==> src/hw/rtl/lpm_pkg.sv <==
// Shared types and constants for the longest-prefix-match routing table.
// No dependencies; every other file of the block imports it.
`default_nettype none

package lpm_pkg;

   // Table size of the routing function.
   localparam int unsigned TableEntries = 16;
   // Slots that a write can reach (entry_index is 4 bits); slots beyond stay invalid.
   localparam int unsigned SlotLimit    = 16;
   localparam int unsigned RouteDepth   = (TableEntries < SlotLimit) ? TableEntries : SlotLimit;
   localparam int unsigned IdxW         = (RouteDepth > 1) ? $clog2(RouteDepth) : 1;

   localparam int unsigned EntryIdxW    = 4;
   localparam int unsigned AddrW        = 32;

   typedef logic [IdxW-1:0] lpm_idx_type;

   // func codes
   typedef enum logic {
      FUNC_WRITE  = 1'b0,
      FUNC_LOOKUP = 1'b1
   } lpm_func_type;

   typedef enum logic [1:0] {
      ST_IDLE,
      ST_SCAN,
      ST_HOLD
   } lpm_state_type;

   typedef struct packed {
      logic                 func;
      logic [EntryIdxW-1:0] entry_index;
      logic [AddrW-1:0]     entry_dest;
      logic [AddrW-1:0]     entry_mask;
      logic                 entry_valid;
      logic [AddrW-1:0]     lookup_addr;
   } lpm_req_type;

   typedef struct packed {
      logic                 hit;
      logic [EntryIdxW-1:0] match_index;
      logic [AddrW-1:0]     match_mask;
   } lpm_rsp_type;

   // One stored route: destination and mask
   typedef struct packed {
      logic [AddrW-1:0] dest;
      logic [AddrW-1:0] mask;
   } lpm_route_type;

   // Controls from the scan sequencer to the route memory
   typedef struct packed {
      logic          wr_en;
      lpm_idx_type   wr_addr;
      lpm_route_type wr_data;
      lpm_idx_type   rd_addr;
   } lpm_ram_ctl_type;

endpackage

`default_nettype wire

==> src/hw/rtl/longest_prefix_match_table.sv <==
// IPv4 longest-prefix-match routing table, top level.
// Instantiates lpm_scan and lpm_route_ram; depends on lpm_pkg.
//
// A write transfer (func 0) loads one slot with destination, mask and valid
// mark and gives no result. A lookup transfer (func 1) walks every slot once,
// one per cycle, through a route memory with a registered read, and returns
// the valid matching slot with the numerically largest mask (lowest slot on a
// tie; a mask of zero matches any address). A lookup stalls the input while
// it runs: the accept cycle issues the read of slot 0, then one compare per
// slot while the next read is in flight. The memory port is what paces the
// scan. The result goes into an output register, so a new transfer is taken
// while a result still waits; only if the previous result is still stalled
// when a scan ends does the block wait for it to drain. Valid bits live in
// flip-flops cleared by reset; destinations and masks are not cleared and
// are only used for valid slots. Writes to slots at or beyond the table size
// are dropped.

`default_nettype none

module longest_prefix_match_table (
   input  wire                  clock,
   input  wire                  reset,
   input  wire                  req_valid,
   output logic                 req_stall,
   input  lpm_pkg::lpm_req_type req_data,
   output logic                 rsp_valid,
   input  wire                  rsp_stall,
   output lpm_pkg::lpm_rsp_type rsp_data
);
   import lpm_pkg::*;

   lpm_ram_ctl_type ram_ctl;
   lpm_route_type   ram_rd;

   // sequencer: handshake, valid bits, compare and result register
   lpm_scan u_scan (
      .clock     (clock),
      .reset     (reset),
      .req_valid (req_valid),
      .req_stall (req_stall),
      .req_data  (req_data),
      .rsp_valid (rsp_valid),
      .rsp_stall (rsp_stall),
      .rsp_data  (rsp_data),
      .ram_ctl   (ram_ctl),
      .ram_rd    (ram_rd)
   );

   // destination/mask storage
   lpm_route_ram u_ram (
      .clock   (clock),
      .ctl     (ram_ctl),
      .rd_data (ram_rd)
   );

endmodule

`default_nettype wire

==> src/hw/rtl/lpm_route_ram.sv <==
// Route memory: destination and mask per slot, one write and one read port.
// Read data registered. Depends on lpm_pkg.
`default_nettype none

module lpm_route_ram (
   input  wire                      clock,
   input  lpm_pkg::lpm_ram_ctl_type ctl,
   output lpm_pkg::lpm_route_type   rd_data
);
   import lpm_pkg::*;

   lpm_route_type mem [RouteDepth];
   lpm_route_type rd_data_ff;

   always_ff @(posedge clock) begin
      if (ctl.wr_en) begin
         mem[ctl.wr_addr] <= ctl.wr_data;
      end
      rd_data_ff <= mem[ctl.rd_addr];
   end

   assign rd_data = rd_data_ff;

endmodule

`default_nettype wire

==> src/hw/rtl/lpm_scan.sv <==
// Scan sequencer: accepts transfers, keeps valid bits, walks the route memory
// one slot a cycle and holds the result register. Depends on lpm_pkg.
`default_nettype none

module lpm_scan (
   input  wire                      clock,
   input  wire                      reset,
   input  wire                      req_valid,
   output logic                     req_stall,
   input  lpm_pkg::lpm_req_type     req_data,
   output logic                     rsp_valid,
   input  wire                      rsp_stall,
   output lpm_pkg::lpm_rsp_type     rsp_data,
   output lpm_pkg::lpm_ram_ctl_type ram_ctl,
   input  lpm_pkg::lpm_route_type   ram_rd
);
   import lpm_pkg::*;

   lpm_state_type       state_ff, state_in;
   logic [RouteDepth-1:0] route_valid_ff;
   logic                rd_valid_ff;
   lpm_idx_type         cmp_idx_ff;
   logic [AddrW-1:0]    addr_ff;
   logic                found_ff;
   lpm_idx_type         best_idx_ff;
   logic [AddrW-1:0]    best_mask_ff;
   logic                rsp_valid_ff;
   lpm_rsp_type         rsp_ff;

   logic          req_accept;
   logic          is_lookup;
   logic          slot_ok;
   logic          out_free;
   logic          last;
   logic          entry_hit;
   logic          take;
   logic          cand_found;
   lpm_idx_type   cand_idx;
   logic [AddrW-1:0] cand_mask;
   logic          load_rsp;
   lpm_rsp_type   rsp_in;

   assign req_accept = req_valid && (state_ff == ST_IDLE);
   assign is_lookup  = (req_data.func == FUNC_LOOKUP);
   assign slot_ok    = (32'(req_data.entry_index) < RouteDepth);
   assign out_free   = !rsp_valid_ff || !rsp_stall;
   assign last       = (cmp_idx_ff == IdxW'(RouteDepth - 1));

   // compare stage on the entry read last cycle
   assign entry_hit  = rd_valid_ff && (((addr_ff ^ ram_rd.dest) & ram_rd.mask) == '0);
   assign take       = entry_hit && (!found_ff || (ram_rd.mask > best_mask_ff));
   assign cand_found = found_ff || entry_hit;
   assign cand_idx   = take ? cmp_idx_ff  : best_idx_ff;
   assign cand_mask  = take ? ram_rd.mask : best_mask_ff;

   // next state
   always_comb begin
      state_in = state_ff;
      unique case (state_ff)
         ST_IDLE: begin
            if (req_accept && is_lookup) state_in = ST_SCAN;
         end
         ST_SCAN: begin
            if (last) state_in = out_free ? ST_IDLE : ST_HOLD;
         end
         ST_HOLD: begin
            if (out_free) state_in = ST_IDLE;
         end
         default: state_in = ST_IDLE;
      endcase
   end

   // outputs
   always_comb begin
      req_stall       = 1'b1;
      load_rsp        = 1'b0;
      rsp_in          = rsp_ff;
      ram_ctl.wr_en   = 1'b0;
      ram_ctl.wr_addr = req_data.entry_index[IdxW-1:0];
      ram_ctl.wr_data = '{dest: req_data.entry_dest, mask: req_data.entry_mask};
      ram_ctl.rd_addr = '0;
      unique case (state_ff)
         ST_IDLE: begin
            req_stall     = 1'b0;
            ram_ctl.wr_en = req_accept && !is_lookup && slot_ok;
         end
         ST_SCAN: begin
            ram_ctl.rd_addr = cmp_idx_ff + IdxW'(1);
            load_rsp        = last && out_free;
            rsp_in          = '{hit:         cand_found,
                                match_index: EntryIdxW'(cand_idx),
                                match_mask:  cand_mask};
         end
         ST_HOLD: begin
            load_rsp = out_free;
            rsp_in   = '{hit:         found_ff,
                         match_index: EntryIdxW'(best_idx_ff),
                         match_mask:  best_mask_ff};
         end
         default: begin
            req_stall = 1'b1;
         end
      endcase
   end

   always_ff @(posedge clock) begin
      if (reset) begin
         state_ff       <= ST_IDLE;
         route_valid_ff <= '0;
         rsp_valid_ff   <= 1'b0;
      end else begin
         state_ff <= state_in;
         if (ram_ctl.wr_en) begin
            route_valid_ff[ram_ctl.wr_addr] <= req_data.entry_valid;
         end
         if (load_rsp) begin
            rsp_valid_ff <= 1'b1;
         end else if (!rsp_stall) begin
            rsp_valid_ff <= 1'b0;
         end
      end
   end

   // payload, no reset
   always_ff @(posedge clock) begin
      rd_valid_ff <= route_valid_ff[ram_ctl.rd_addr];
      if (req_accept && is_lookup) begin
         addr_ff      <= req_data.lookup_addr;
         cmp_idx_ff   <= '0;
         found_ff     <= 1'b0;
         best_idx_ff  <= '0;
         best_mask_ff <= '0;
      end else if (state_ff == ST_SCAN) begin
         cmp_idx_ff   <= cmp_idx_ff + IdxW'(1);
         found_ff     <= cand_found;
         best_idx_ff  <= cand_idx;
         best_mask_ff <= cand_mask;
      end
      if (load_rsp) begin
         rsp_ff <= rsp_in;
      end
   end

   assign rsp_valid = rsp_valid_ff;
   assign rsp_data  = rsp_ff;

endmodule

`default_nettype wire

==> config.mk <==
export PLATFORM = sky130hd
export DESIGN_NAME = longest_prefix_match_table
export DESIGN_NICKNAME = d
export VERILOG_FILES = /design/src/hw/rtl/lpm_pkg.sv /design/src/hw/rtl/longest_prefix_match_table.sv /design/src/hw/rtl/lpm_route_ram.sv /design/src/hw/rtl/lpm_scan.sv
export SDC_FILE = /design/constraint.sdc
export NUM_CORES = 2
export LEC_CHECK = 0
export BUFFER_PORTS_ARGS = -buffer_cell sky130_fd_sc_hd__buf_4
export CAP_MARGIN = 10
export CELL_PAD_IN_SITES_DETAIL_PLACEMENT = 2
export CELL_PAD_IN_SITES_GLOBAL_PLACEMENT = 2
export CORE_ASPECT_RATIO = 0.75
export CORE_UTILIZATION = 32
export CTS_BUF_LIST = sky130_fd_sc_hd__clkbuf_8
export DETAILED_ROUTE_END_ITERATION = 8
export GPL_TIMING_DRIVEN = 1
export PLACE_DENSITY = 0.55
export SETUP_SLACK_MARGIN = 0.02
export SLEW_MARGIN = 20
export SYNTH_ARGS = -nofsm -noshare
export SYNTH_HDL_FRONTEND = slang
export SYNTH_SLANG_ARGS = --single-unit
export TNS_END_PERCENT = 10
==> constraint.sdc <==
create_clock -name clock -period 8.6 [get_ports clock]
set_input_delay 0.86 -clock clock [delete_from_list [all_inputs] [get_ports clock]]
set_output_delay 0.86 -clock clock [all_outputs]
set_load 0.005 [all_outputs]
==> results.yml <==
status:
  outcome: "finished clean"
route:
  via_per_inst: 5.12
  via_count: 27382
  drtIter0Drc: 1790
  drc_errors: 0
  detail_route.wl_per_cell_um: 28.5
  dr.pass1.iters: 5
  detail-route-antenna-nets: 0
  wl_um: 153000
critical_path:
  worstSetupPathType: "reg -> reg"
  critPathSlowestCell: "buf_4"
  rr_worst_depth: 7
  rrSetupSlack_ps: 4460
  crit_end: "u_ram.rd_data[29]"
  worstReg2RegEnd: "u_ram.rd_data[29]"
  path_cells: "inv_1 -> nand2_4 -> buf_4 -> nand2_1 -> a311oi_1 -> a211oi_1 -> a21oi_1"
  cp_max_fo: 48
  crit_required_ps: 9360
  critPathCaptureType: "flop"
  critPathLaunch: "u_scan.cmp_idx_ff[0]"
  r2r_start: "u_scan.cmp_idx_ff[0]"
  worst_path_dominant_cell_family: "buffers and inverters"
  arrival_ps: 4900
  cp.depth: 7
  slowest_delay_ps: 760
  worst-path-buf-inv: 2
  start_kind: "flop"
clock_network:
  postCtsSetupBuffers: 0
  clkSlewWorstSetupHoldPaths_ps: 70
  numCtsBuffers: 198
  clk-insertion-delay-late_ps: 930
  root_buffer: "clkbuf_8"
  tritoncts: "yes"
  cts_num_sinks: 1218
  clock_path_buffers: 3
  h-tree-depth: 4
placed_design:
  routabilityCongestion: 0.803
  dp_hpwl_um: 89700
  dp_cells: 4951
  port_buffers: 144
power_and_ir_drop:
  p_comb_share_pct: 9.7
  powerDensity_mw_per_mm2: 228
  seqPwrFrac_pct: 52.4
  peakVddDrop_mv: 0.116
  intPower_w: 0.00935
  power_frac_clock_pct: 37.9
  p_sw_share_pct: 26.1
  p_leak_nw: 18.2
  p_sw_w: 0.00331
global_route:
  grt_pass1_wl_um: 218000
  grt_pass1_vias: 29747
  grt_usage_pct: 20.1
  antenna_found_initial: 13
  grt_max_degree: 129
  overflow: 0
sta:
  hold_violations: 0
  fin_crit_sh_pct: 48.1
  skew_ps: 38.8
  clock.fmax_mhz: 242
  maxSlewHeadroom_pct: 26.4
  setup_tns_ps: 0
  setup_viol: 0
  drv_slew: 0
  min_period_ps: 4140
  worst_slew_pin_slew_ps: 1100
  rsz0062_at_grt: "no"
die:
  start_util_pct: 32.3
  core_area_sq_mm: 0.148
  io_pins: 145
  die_y_um: 337
  die_w_um: 449
  die_area_sq_mm: 0.151
  row_count: 122
yosys:
  synth_edf_count: 1093
  yosysWarnings: 0
  syn_nets: 3087
  syn_avg_cell_area_sq_um: 16.3
  async_reset_ff_share_pct: 0
  yosysSeqAreaShare_pct: 73.8
  synthFlopType: "edfxtp_1"
  yosysTopAreaCell: "edfxtp_1"
  synthTopCellsByCount: "edfxtp_1 (1093), nand2_1 (358), mux2i_1 (296), a211oi_1 (192), nor2b_1 (129)"
  synth_area_leaders: "edfxtp_1 (69%), mux2i_1 (6.2%), dfxtp_1 (5.2%), mux4_2 (3.2%), a211oi_1 (3.0%)"
  synthDistinctLibCells: 49
  ys_ff_latch: 1218
  synth_top_area_share_pct: 68.6
  syn_inst: 2945
  syn_area_sq_mm: 0.0479
  yosysMostFrequentCell: "edfxtp_1"
finish:
  area.growth.synth_to_final_pct: 15.7
  final_cells: 5350
  drive_above_1_share_pct: 17.1
  final_nets: 3337
  fill_cells: 14551
hold_path:
  hold_path_class: "in -> reg"
run:
  cap_viol_max_count: 0
==> layout make-up <==
cell class	count	area [sq um]	share of cell area, %
inverter	38	144	0.260
multi-input combinational	1511	11800	21.3
timing repair buffer	228	1890	3.42
clock buffer	221	3040	5.49
tap	1984	2480	4.48
sequential	1218	35300	63.8
clock inverter	148	671	1.21
antenna	2	5.00	0.00904
==> how the worst min path moves through the flow <==
| stage | startpoint | to | slack, ps | cells past startpoint |
|---|---|---|---|---|
| 6_report | req_data[28] | u_scan.addr_ff[28] | 150 | 1 |
| 5_1_grt | req_data[30] | u_scan.addr_ff[30] | 90 | 1 |
| 4_1_cts | req_data[28] | u_scan.addr_ff[28] | 30 | 1 |
| 3_5_place_dp | u_scan.best_idx_ff[0] | u_scan.best_idx_ff[0] | 460 | 2 |
| 3_3_place_gp | u_scan.best_idx_ff[0] | u_scan.best_idx_ff[0] | 440 | 2 |
| 2_1_floorplan | u_scan.best_idx_ff[0] | u_scan.best_idx_ff[0] | 430 | 2 |
==> sequential cells by signal, indices dropped and copies added, names as in the netlist <==
signal	count
u_scan.addr_ff	32
u_scan.rsp_data	37
u_scan.found_ff	1
u_ram.rd_data	64
u_ram.mem	1024
u_scan.cmp_idx_ff	4
u_scan.rsp_valid	1
u_scan.state_ff	2
u_scan.best_idx_ff	4
u_scan.route_valid_ff	16
u_scan.best_mask_ff	32
u_scan.rd_valid_ff	1
==> logic make-up after synthesis <==
logic type / count (synthesis) / synth area share [%]
AOI/OAI and AO/OA: 482 / 7.02
buffers and inverters: 216 / 1.87
xor gates and xnor gates: 35 / 0.640
and+or+nand+nor: 558 / 5.30
muxes: 400 / 10.4
DFF: 1218 / 73.8
adders and majority gates: 36 / 0.941
==> placed cells by master, fill, tap and decap left out, drive strengths merged, types with 65 or more instances in the layout <==
master     n
mux2i    296
mux4      67
inv      132
dfxtp    125
nor2b    129
clkbuf   221
buf      200
a31oi     65
nand2    358
a21oi     95
edfxtp  1093
a211oi   192
==> per-layer routing <==
metal	track usage [%]	wire (um)
met4	5.87	3160
met1	28.2	73200
met3	3.36	6010
met5	0	24
met2	32.0	70200
==> power by group through the flow <==
stage | registers (W) | clock network (W) | logic, W
floorplan | 0.00671 | 0 | 0.000695
global placement | 0.00676 | 0 | 0.00120
detailed placement | 0.00676 | 0 | 0.00123
CTS | 0.00664 | 0.00496 | 0.00125
global route | 0.00664 | 0.00520 | 0.00131
finish | 0.00664 | 0.00479 | 0.00123
==> per-stage QoR <==
step / setup slack (ps) / area, sq um / hold slack, ps / utilization (%) / power [W]
detailed placement: 4400 / 51400 / 465 / 34.7 / 0.00799
global placement: 4380 / 51400 / 444 / 34.7 / 0.00796
global route: 4240 / 55400 / 85.7 / 37.4 / 0.0132
CTS: 4410 / 55400 / 25.0 / 37.4 / 0.0128
floorplan: 1990 / 47900 / 434 / - / 0.00741
finish: 4460 / 55400 / 146 / 37.4 / 0.0127
==> timing repair <==
action	4_1_cts	5_1_grt
gates resized for setup	0	0
setup endpoints to repair	0	0
hold endpoints to repair	28	0
hold buffers	28	0
==> worst reg2reg max path, delay by kind of cell (launching register included) <==
kind	cells	cell delay [ps]
AOI/OAI and AO/OA	3	1140
and+or+nand+nor	2	970
buffers and inverters	2	1220
DFF	1	670
(Power assumes the default switching activity.)
